## config.mk

```make
export PLATFORM = sky130hd
export DESIGN_NAME = double_ended_queue
export DESIGN_NICKNAME = d
export VERILOG_FILES = /design/src/rtl/dq_pkg.sv /design/src/rtl/dq_ctrl.sv /design/src/rtl/dq_datapath.sv /design/src/rtl/double_ended_queue.sv
export SDC_FILE = /design/constraint.sdc
export NUM_CORES = 1
export LEC_CHECK = 0
export BUFFER_PORTS_ARGS = -buffer_cell sky130_fd_sc_hd__buf_2
export CORE_MARGIN = 4
export CORE_UTILIZATION = 55
export DETAILED_ROUTE_END_ITERATION = 12
export GPL_ROUTABILITY_DRIVEN = 0
export PLACE_DENSITY = 0.79
export SETUP_SLACK_MARGIN = 0.3
export SYNTH_ARGS = -nofsm -noshare
export SYNTH_HDL_FRONTEND = slang
export SYNTH_SLANG_ARGS = --single-unit
```

## constraint.sdc

```tcl
create_clock -name clk -period 5.3 [get_ports clk]
set_clock_uncertainty 0.05 [all_clocks]
set_input_delay 0.53 -clock clk [delete_from_list [all_inputs] [get_ports clk]]
set_output_delay 0.53 -clock clk [all_outputs]
set_load 0.01 [all_outputs]
```

## src/rtl/dq_pkg.sv

```systemverilog
// Shared types and constants for the double-ended queue.
package dq_pkg;

  // Default sizes
  localparam int DEPTH_DEF      = 16;
  localparam int DATA_WIDTH_DEF = 32;

  // Fixed port widths
  localparam int WORD_W   = 32;
  localparam int COUNT_W  = 5;
  localparam int STATUS_W = 2;
  localparam int MODE_W   = 3;

  // Operation codes
  typedef enum logic [MODE_W-1:0] {
    OP_PUSH_BACK   = 3'd0,
    OP_PUSH_FRONT  = 3'd1,
    OP_POP_BACK    = 3'd2,
    OP_POP_FRONT   = 3'd3,
    OP_WRITE_BACK  = 3'd4,
    OP_WRITE_FRONT = 3'd5,
    OP_CLEAR       = 3'd6,
    OP_PEEK        = 3'd7
  } mode_t;

  // Result status codes
  typedef enum logic [STATUS_W-1:0] {
    STAT_OK    = 2'd0,
    STAT_EMPTY = 2'd1,
    STAT_FULL  = 2'd2
  } status_t;

  // Controller states
  typedef enum logic [1:0] {
    ST_IDLE,
    ST_EXEC,
    ST_LOOK,
    ST_DONE
  } state_t;

  // Commands from controller to datapath
  typedef struct packed {
    logic load;   // capture the incoming beat
    logic exec;   // apply the operation to store and pointers
    logic done;   // present the result beat
  } ctl_cmd_t;

endpackage

```

## src/rtl/dq_ctrl.sv

```systemverilog
// Sequencing state machine of the double-ended queue.
module dq_ctrl (
  input  logic              clk,
  input  logic              rst,
  input  logic              start,
  output logic              busy,
  output dq_pkg::ctl_cmd_t  cmd
);

  dq_pkg::state_t state;
  dq_pkg::state_t state_next;

  // Hold the state register
  always_ff @(posedge clk) begin
    if (rst) begin
      state <= dq_pkg::ST_IDLE;
    end else begin
      state <= state_next;
    end
  end

  // Advance through execute, look-up and result
  always_comb begin
    state_next = state;
    busy       = 1'b0;
    cmd        = '0;
    case (state)
      dq_pkg::ST_IDLE: begin
        if (start) begin
          state_next = dq_pkg::ST_EXEC;
        end
      end
      dq_pkg::ST_EXEC: begin
        busy       = 1'b1;
        cmd.exec   = 1'b1;
        state_next = dq_pkg::ST_LOOK;
      end
      dq_pkg::ST_LOOK: begin
        busy       = 1'b1;
        state_next = dq_pkg::ST_DONE;
      end
      dq_pkg::ST_DONE: begin
        cmd.done   = 1'b1;
        state_next = start ? dq_pkg::ST_EXEC : dq_pkg::ST_IDLE;
      end
      default: begin
        state_next = dq_pkg::ST_IDLE;
      end
    endcase
    cmd.load = start && !busy;
  end

endmodule

```

## src/rtl/dq_datapath.sv

```systemverilog
// Ring store, pointers and result registers of the double-ended queue.
module dq_datapath #(
  parameter int DEPTH      = dq_pkg::DEPTH_DEF,
  parameter int DATA_WIDTH = dq_pkg::DATA_WIDTH_DEF
) (
  input  logic                        clk,
  input  logic                        rst,
  input  dq_pkg::ctl_cmd_t            cmd,
  input  logic [dq_pkg::MODE_W-1:0]   mode,
  input  logic [dq_pkg::WORD_W-1:0]   value,
  output logic [dq_pkg::WORD_W-1:0]   popped_value,
  output logic [dq_pkg::STATUS_W-1:0] status,
  output logic [dq_pkg::COUNT_W-1:0]  count,
  output logic [dq_pkg::WORD_W-1:0]   front_value,
  output logic [dq_pkg::WORD_W-1:0]   back_value
);

  localparam int SW = (DATA_WIDTH < dq_pkg::WORD_W) ? DATA_WIDTH : dq_pkg::WORD_W;
  localparam int PW = (DEPTH > 1) ? $clog2(DEPTH) : 1;
  localparam int CW = $clog2(DEPTH + 1);
  localparam logic [PW-1:0] LAST = PW'(DEPTH - 1);
  localparam logic [CW-1:0] FULL = CW'(DEPTH);

  logic [SW-1:0] mem [DEPTH];

  dq_pkg::mode_t   op;
  logic [SW-1:0]   wdata;
  logic [PW-1:0]   fp;
  logic [PW-1:0]   bp;
  logic [CW-1:0]   cnt;
  logic [SW-1:0]   rd_f;
  logic [SW-1:0]   rd_b;
  logic [SW-1:0]   popped;
  dq_pkg::status_t stat;

  logic [PW-1:0]   fp_next;
  logic [PW-1:0]   bp_next;
  logic [CW-1:0]   cnt_next;
  logic [SW-1:0]   popped_next;
  dq_pkg::status_t stat_next;
  logic            we;
  logic [PW-1:0]   waddr;
  logic            empty;
  logic            full;
  logic [PW-1:0]   fp_inc;
  logic [PW-1:0]   fp_dec;
  logic [PW-1:0]   bp_inc;
  logic [PW-1:0]   bp_dec;

  // Capture the accepted beat
  always_ff @(posedge clk) begin
    if (cmd.load) begin
      op    <= dq_pkg::mode_t'(mode);
      wdata <= value[SW-1:0];
    end
  end

  // Ring neighbors of both ends
  assign fp_inc = (fp == LAST) ? '0 : fp + 1'b1;
  assign fp_dec = (fp == '0) ? LAST : fp - 1'b1;
  assign bp_inc = (bp == LAST) ? '0 : bp + 1'b1;
  assign bp_dec = (bp == '0) ? LAST : bp - 1'b1;
  assign empty  = (cnt == '0);
  assign full   = (cnt == FULL);

  // Decode the operation against the current fill
  always_comb begin
    fp_next     = fp;
    bp_next     = bp;
    cnt_next    = cnt;
    popped_next = '0;
    stat_next   = dq_pkg::STAT_OK;
    we          = 1'b0;
    waddr       = fp;
    case (op)
      dq_pkg::OP_PUSH_BACK, dq_pkg::OP_PUSH_FRONT: begin
        if (full) begin
          stat_next = dq_pkg::STAT_FULL;
        end else if (empty) begin
          we       = 1'b1;
          waddr    = fp;
          bp_next  = fp;
          cnt_next = CW'(1);
        end else if (op == dq_pkg::OP_PUSH_BACK) begin
          we       = 1'b1;
          waddr    = bp_inc;
          bp_next  = bp_inc;
          cnt_next = cnt + 1'b1;
        end else begin
          we       = 1'b1;
          waddr    = fp_dec;
          fp_next  = fp_dec;
          cnt_next = cnt + 1'b1;
        end
      end
      dq_pkg::OP_CLEAR: begin
        fp_next  = '0;
        bp_next  = '0;
        cnt_next = '0;
      end
      dq_pkg::OP_POP_BACK: begin
        if (empty) begin
          stat_next = dq_pkg::STAT_EMPTY;
        end else begin
          popped_next = rd_b;
          cnt_next    = cnt - 1'b1;
          if (cnt != CW'(1)) begin
            bp_next = bp_dec;
          end
        end
      end
      dq_pkg::OP_POP_FRONT: begin
        if (empty) begin
          stat_next = dq_pkg::STAT_EMPTY;
        end else begin
          popped_next = rd_f;
          cnt_next    = cnt - 1'b1;
          if (cnt != CW'(1)) begin
            fp_next = fp_inc;
          end
        end
      end
      dq_pkg::OP_WRITE_BACK: begin
        if (empty) begin
          stat_next = dq_pkg::STAT_EMPTY;
        end else begin
          we    = 1'b1;
          waddr = bp;
        end
      end
      dq_pkg::OP_WRITE_FRONT: begin
        if (empty) begin
          stat_next = dq_pkg::STAT_EMPTY;
        end else begin
          we    = 1'b1;
          waddr = fp;
        end
      end
      dq_pkg::OP_PEEK: begin
        if (empty) begin
          stat_next = dq_pkg::STAT_EMPTY;
        end
      end
      default: begin
        stat_next = dq_pkg::STAT_OK;
      end
    endcase
  end

  // Update pointers and fill on execute
  always_ff @(posedge clk) begin
    if (rst) begin
      fp  <= '0;
      bp  <= '0;
      cnt <= '0;
    end else if (cmd.exec) begin
      fp  <= fp_next;
      bp  <= bp_next;
      cnt <= cnt_next;
    end
  end

  // Hold the popped word and status for the result beat
  always_ff @(posedge clk) begin
    if (cmd.exec) begin
      popped <= popped_next;
      stat   <= stat_next;
    end
  end

  // Write the ring on execute, read both ends every cycle
  always_ff @(posedge clk) begin
    if (cmd.exec && we) begin
      mem[waddr] <= wdata;
    end
    rd_f <= mem[fp];
    rd_b <= mem[bp];
  end

  // Drive the result beat
  assign popped_value = dq_pkg::WORD_W'(popped);
  assign status       = stat;
  assign count        = dq_pkg::COUNT_W'(cnt);
  assign front_value  = empty ? '0 : dq_pkg::WORD_W'(rd_f);
  assign back_value   = empty ? '0 : dq_pkg::WORD_W'(rd_b);

endmodule

```

## src/rtl/double_ended_queue.sv

```systemverilog
// Top level of the bounded double-ended queue on a ring store.
// An accepted beat passes through the execute and look-up states before done goes high.
// A new beat is not taken while busy; start is taken again in the result cycle, after the
// execute state and one registered read of both ring ends in the look-up state.
// Reset (rst, synchronous): pointers and fill return to zero; ring contents are kept.
// The result is shown for a single cycle and cannot be stalled by the receiver.
module double_ended_queue #(
  parameter int DEPTH      = dq_pkg::DEPTH_DEF,
  parameter int DATA_WIDTH = dq_pkg::DATA_WIDTH_DEF
) (
  input  logic                        clk,
  input  logic                        rst,
  input  logic                        start,
  output logic                        busy,
  input  logic [dq_pkg::MODE_W-1:0]   mode,
  input  logic [dq_pkg::WORD_W-1:0]   value,
  output logic                        done,
  output logic [dq_pkg::WORD_W-1:0]   popped_value,
  output logic [dq_pkg::STATUS_W-1:0] status,
  output logic [dq_pkg::COUNT_W-1:0]  count,
  output logic [dq_pkg::WORD_W-1:0]   front_value,
  output logic [dq_pkg::WORD_W-1:0]   back_value
);

  dq_pkg::ctl_cmd_t cmd;

  dq_ctrl u_ctrl (
    .clk   (clk),
    .rst   (rst),
    .start (start),
    .busy  (busy),
    .cmd   (cmd)
  );

  dq_datapath #(
    .DEPTH      (DEPTH),
    .DATA_WIDTH (DATA_WIDTH)
  ) u_dp (
    .clk          (clk),
    .rst          (rst),
    .cmd          (cmd),
    .mode         (mode),
    .value        (value),
    .popped_value (popped_value),
    .status       (status),
    .count        (count),
    .front_value  (front_value),
    .back_value   (back_value)
  );

  assign done = cmd.done;

endmodule

```

==> metrics.txt <==
post-synthesis async set-or-reset flop share=0; drt via density=6.819; Cell variety after synth=62; met3 Use GR=0.06345; All-Layer GR Usage=0.2593; r2r startpoint=u_dp.fp[0]$_SDFFE_PP0P_; crit path DAT=4.23 ns; Fin Setup TNS=0 ns; worst r2r path cells=8; grt ovf=0; Final ANT Viol Nets=0; Via Count=16070; largest net degree at the start of global routing=99; number of max-cap violations=0; share of post-route cells with drive strength above 1=0.3928; CTS H-tree lvls=3; CTS Root Cell=clkbuf_16; Post-Syn Area per Cell=19.78 um^2; met2 Use GR=0.4161; Clk network pwr share=0.300; met1 GRT Util=0.3589; input/output buffers=142; Worst-path clk slew=0.06 ns; gate count of the mapped netlist=1469; initial antenna violation count=3; clock sink count=660; final setup fails=0; unrepaired setup endpoints after global routing=no; Routed WL=72800 um; Max Slew Vio Count=0; CTS buffer count=69; Synth area leader=edfxtp_1; Endpoint, Worst Hold=u_dp.wdata[10]$_DFFE_PP_; first-pass GRT wire length=108400 um; Max stage delay on crit path=0.87 ns; Seq pwr share=0.441; type of the tightest min-delay check=in -> reg; HP Start=value[10]; drt pass-1 iters=8; Net Sw Power=4983 uW; static leakage=0.01039 uW; Sw Ratio=0.3032; CP required=5.46 ns; Worst-Margin Slew=1.184 ns; Post-Syn Nets=1519; Max Root-Sink Buffers=3; most area-consuming cells after synthesis=edfxtp_1 (60%), mux4_2 (25%), dfxtp_1 (5.4%), and2_1 (1.4%), nand2_1 (1.1%); EDFF count, synth=581; CP max stage cell=dfxtp_4; Worst setup EP type=flip-flop; number of synthesized register bits=660; CTS tree=built; die extent in y=237.9 um; Critical R2R Capture=u_dp.mem[14][12]$_DFFE_PP_; crit path launch type=flip-flop; warnings from Yosys=0; cell area after synthesis=29060 um^2; Final Util=0.6338; Die X=237.9 um; R2R Setup Slk=1.23 ns; Fill cells=3391; total setup buffers inserted after CTS=0; Comb pwr share=0.259; Worst slew margin=0.2107; Site Rows=83; hold path cells=1; gr busiest metal=met2; Fmax achieved=245.5 MHz; crit-path max FO=39; post-DP HPWL=41300 um; post-CTS sizing=0; Syn-to-layout area delta=13.02%; crit-path cells=inv_1 -> ha_1 -> nand2b_1 -> a211oi_1 -> a221o_1 -> nand4_1 -> nor3_2 -> buf_4; Synth top area share=0.6003; drt drc=0; power density over cell area=500.3 nW/um^2; final hold violation count=0; cts hold-fix bufs=0; area of the core=51820 um^2; period utilization=0.7684; Tmin final=4.073 ns; Initial DRC Count=2106; Pint=11450 uW; Max IR drop VDD=402.2 uV; drt wl/cell=30.88 um; die area=56580 um^2; Top FF cell, synth=edfxtp_1; Initial Util=0.5608; Final nets=1673; vias in the first global route=16630; part of the Yosys area used for sequential elements=0.6548; Clock Latency Late Sink=0.59 ns; Ports=143; Setup CP Type=reg -> reg; Final Power=16430 uW; status=complete, no violations
==> sequential cells by signal (all words and copies together) (netlist names) <==
name / flops
u_dp.mem: 512
u_dp.popped_value: 32
u_dp.rd_b: 32
u_dp.rd_f: 32
u_dp.wdata: 32
u_dp.count: 5
u_dp.bp: 4
u_dp.fp: 4
u_dp.op: 3
u_ctrl.state: 2
u_dp.status: 2
==> cell usage in the layout, fill, tap and decap left out, types with 3 or more instances in the layout <==
master / count
o21ai_0: 13
ha_1: 11
nor2_1: 20
o21ai_1: 3
clkbuf_16: 70
buf_2: 142
inv_1: 13
nor3_2: 8
a211oi_1: 8
clkinvlp_4: 6
bufinv_16: 8
clkbuf_8: 9
mux2i_1: 4
nand2_1: 83
clkinv_4: 3
nor3_1: 11
and3_1: 4
a31oi_1: 3
or3_1: 3
clkinv_2: 7
clkinv_1: 5
dfxtp_1: 72
buf_4: 45
mux4_2: 320
a21oi_1: 51
nand2b_1: 9
o22ai_1: 4
edfxtp_1: 581
clkbuf_1: 13
dfxtp_4: 4
and2_1: 64
nor4_2: 8
nor2b_1: 3
nand3_1: 9
or2_2: 3
dfxtp_2: 3
==> power by group through the flow <==
stage / clock network (uW) / logic, uW / registers (uW)
detailed placement: 0 / 4250 / 7330
finish: 4930 / 4260 / 7250
CTS: 5000 / 4290 / 7240
global route: 5230 / 4560 / 7330
floorplan: 0 / 3000 / 7010
global placement: 0 / 4180 / 7280
==> stage by stage <==
| stage | area [um^2] | worst slack, ns | cells | hold WS [ns] |
|---|---|---|---|---|
| after global routing | 32850 | 1.007 | 2357 | 0.02923 |
| after floorplan | 29060 | -0.3602 | 1469 | 0.4509 |
| after detailed placement | 30530 | 1.345 | 2232 | 0.5036 |
| after global placement | 30530 | 1.476 | 2232 | 0.4749 |
| final | 32850 | 1.227 | 2357 | 0.06051 |
| after CTS | 32840 | 1.259 | 2355 | 0.02526 |
==> synthesized netlist by cell type (4+ instances only) <==
cell,count
edfxtp_1,581
nor2b_1,4
buf_2,28
mux4_2,320
inv_1,13
a211oi_1,8
a21oi_1,51
mux2i_1,4
o21ai_0,13
and2_1,64
nor3_1,19
o22ai_1,4
nor4_1,9
clkbuf_1,41
nand2_1,83
and3_1,4
buf_1,15
buf_6,18
ha_1,12
nand3_1,9
nand2b_1,10
nor2_1,20
dfxtp_1,79
==> worst max path at each step <==
stage	startpoint	endpoint	slack [ns]	cells after the start
2_1_floorplan	u_dp.bp[1]$_SDFFE_PP0P_	u_dp.mem[12][0]$_DFFE_PP_	-0.36	10
3_3_place_gp	u_dp.fp[0]$_SDFFE_PP0P_	u_dp.mem[14][7]$_DFFE_PP_	1.48	8
3_5_place_dp	u_dp.fp[0]$_SDFFE_PP0P_	u_dp.mem[14][13]$_DFFE_PP_	1.34	8
4_1_cts	u_dp.fp[0]$_SDFFE_PP0P_	u_dp.mem[14][13]$_DFFE_PP_	1.26	8
5_1_grt	u_dp.fp[0]$_SDFFE_PP0P_	u_dp.mem[14][13]$_DFFE_PP_	1.01	8
6_report	u_dp.fp[0]$_SDFFE_PP0P_	u_dp.mem[14][12]$_DFFE_PP_	1.23	8
==> final cells by class <==
cell class	instances	area [um^2]	share of cell area
multi-input cells	689	9504	0.2893
well taps	680	850.8	0.02590
diodes	2	5.005	0.0001524
clock buffers	92	1924	0.05859
clock inverters	31	390.4	0.01188
repair buffers	188	1069	0.03253
flip-flops and latches	660	19050	0.5799
inverters	15	56.30	0.001714
==> routing by layer <==
layer,vias to the layer above,part of all wire
met5,-,0.0026
met4,2,0.031
met3,166,0.10
met2,1032,0.49
met1,8404,0.37
li1,6469,-
==> critical path, delay by kind of cell (launching register included) <==
kind / cells / cell delay, ns
flip-flops: 1 / 0.87
AND/OR/NAND/NOR: 3 / 0.81
AO/OA/AOI/OAI: 2 / 0.78
buffers and inverters: 2 / 0.77
adder cells (fa/ha/maj): 1 / 0.38
==> kinds of logic after synthesis <==
group,count (synthesis),share of synthesized area
xor+xnor,4,0.001206
mux,326,0.2501
flops,660,0.6548
simple gates,240,0.04323
buf+inv,120,0.02174
fa+ha+maj,12,0.005166
compound gates,107,0.02377
Note: power is estimated with default switching activity, not from simulation.
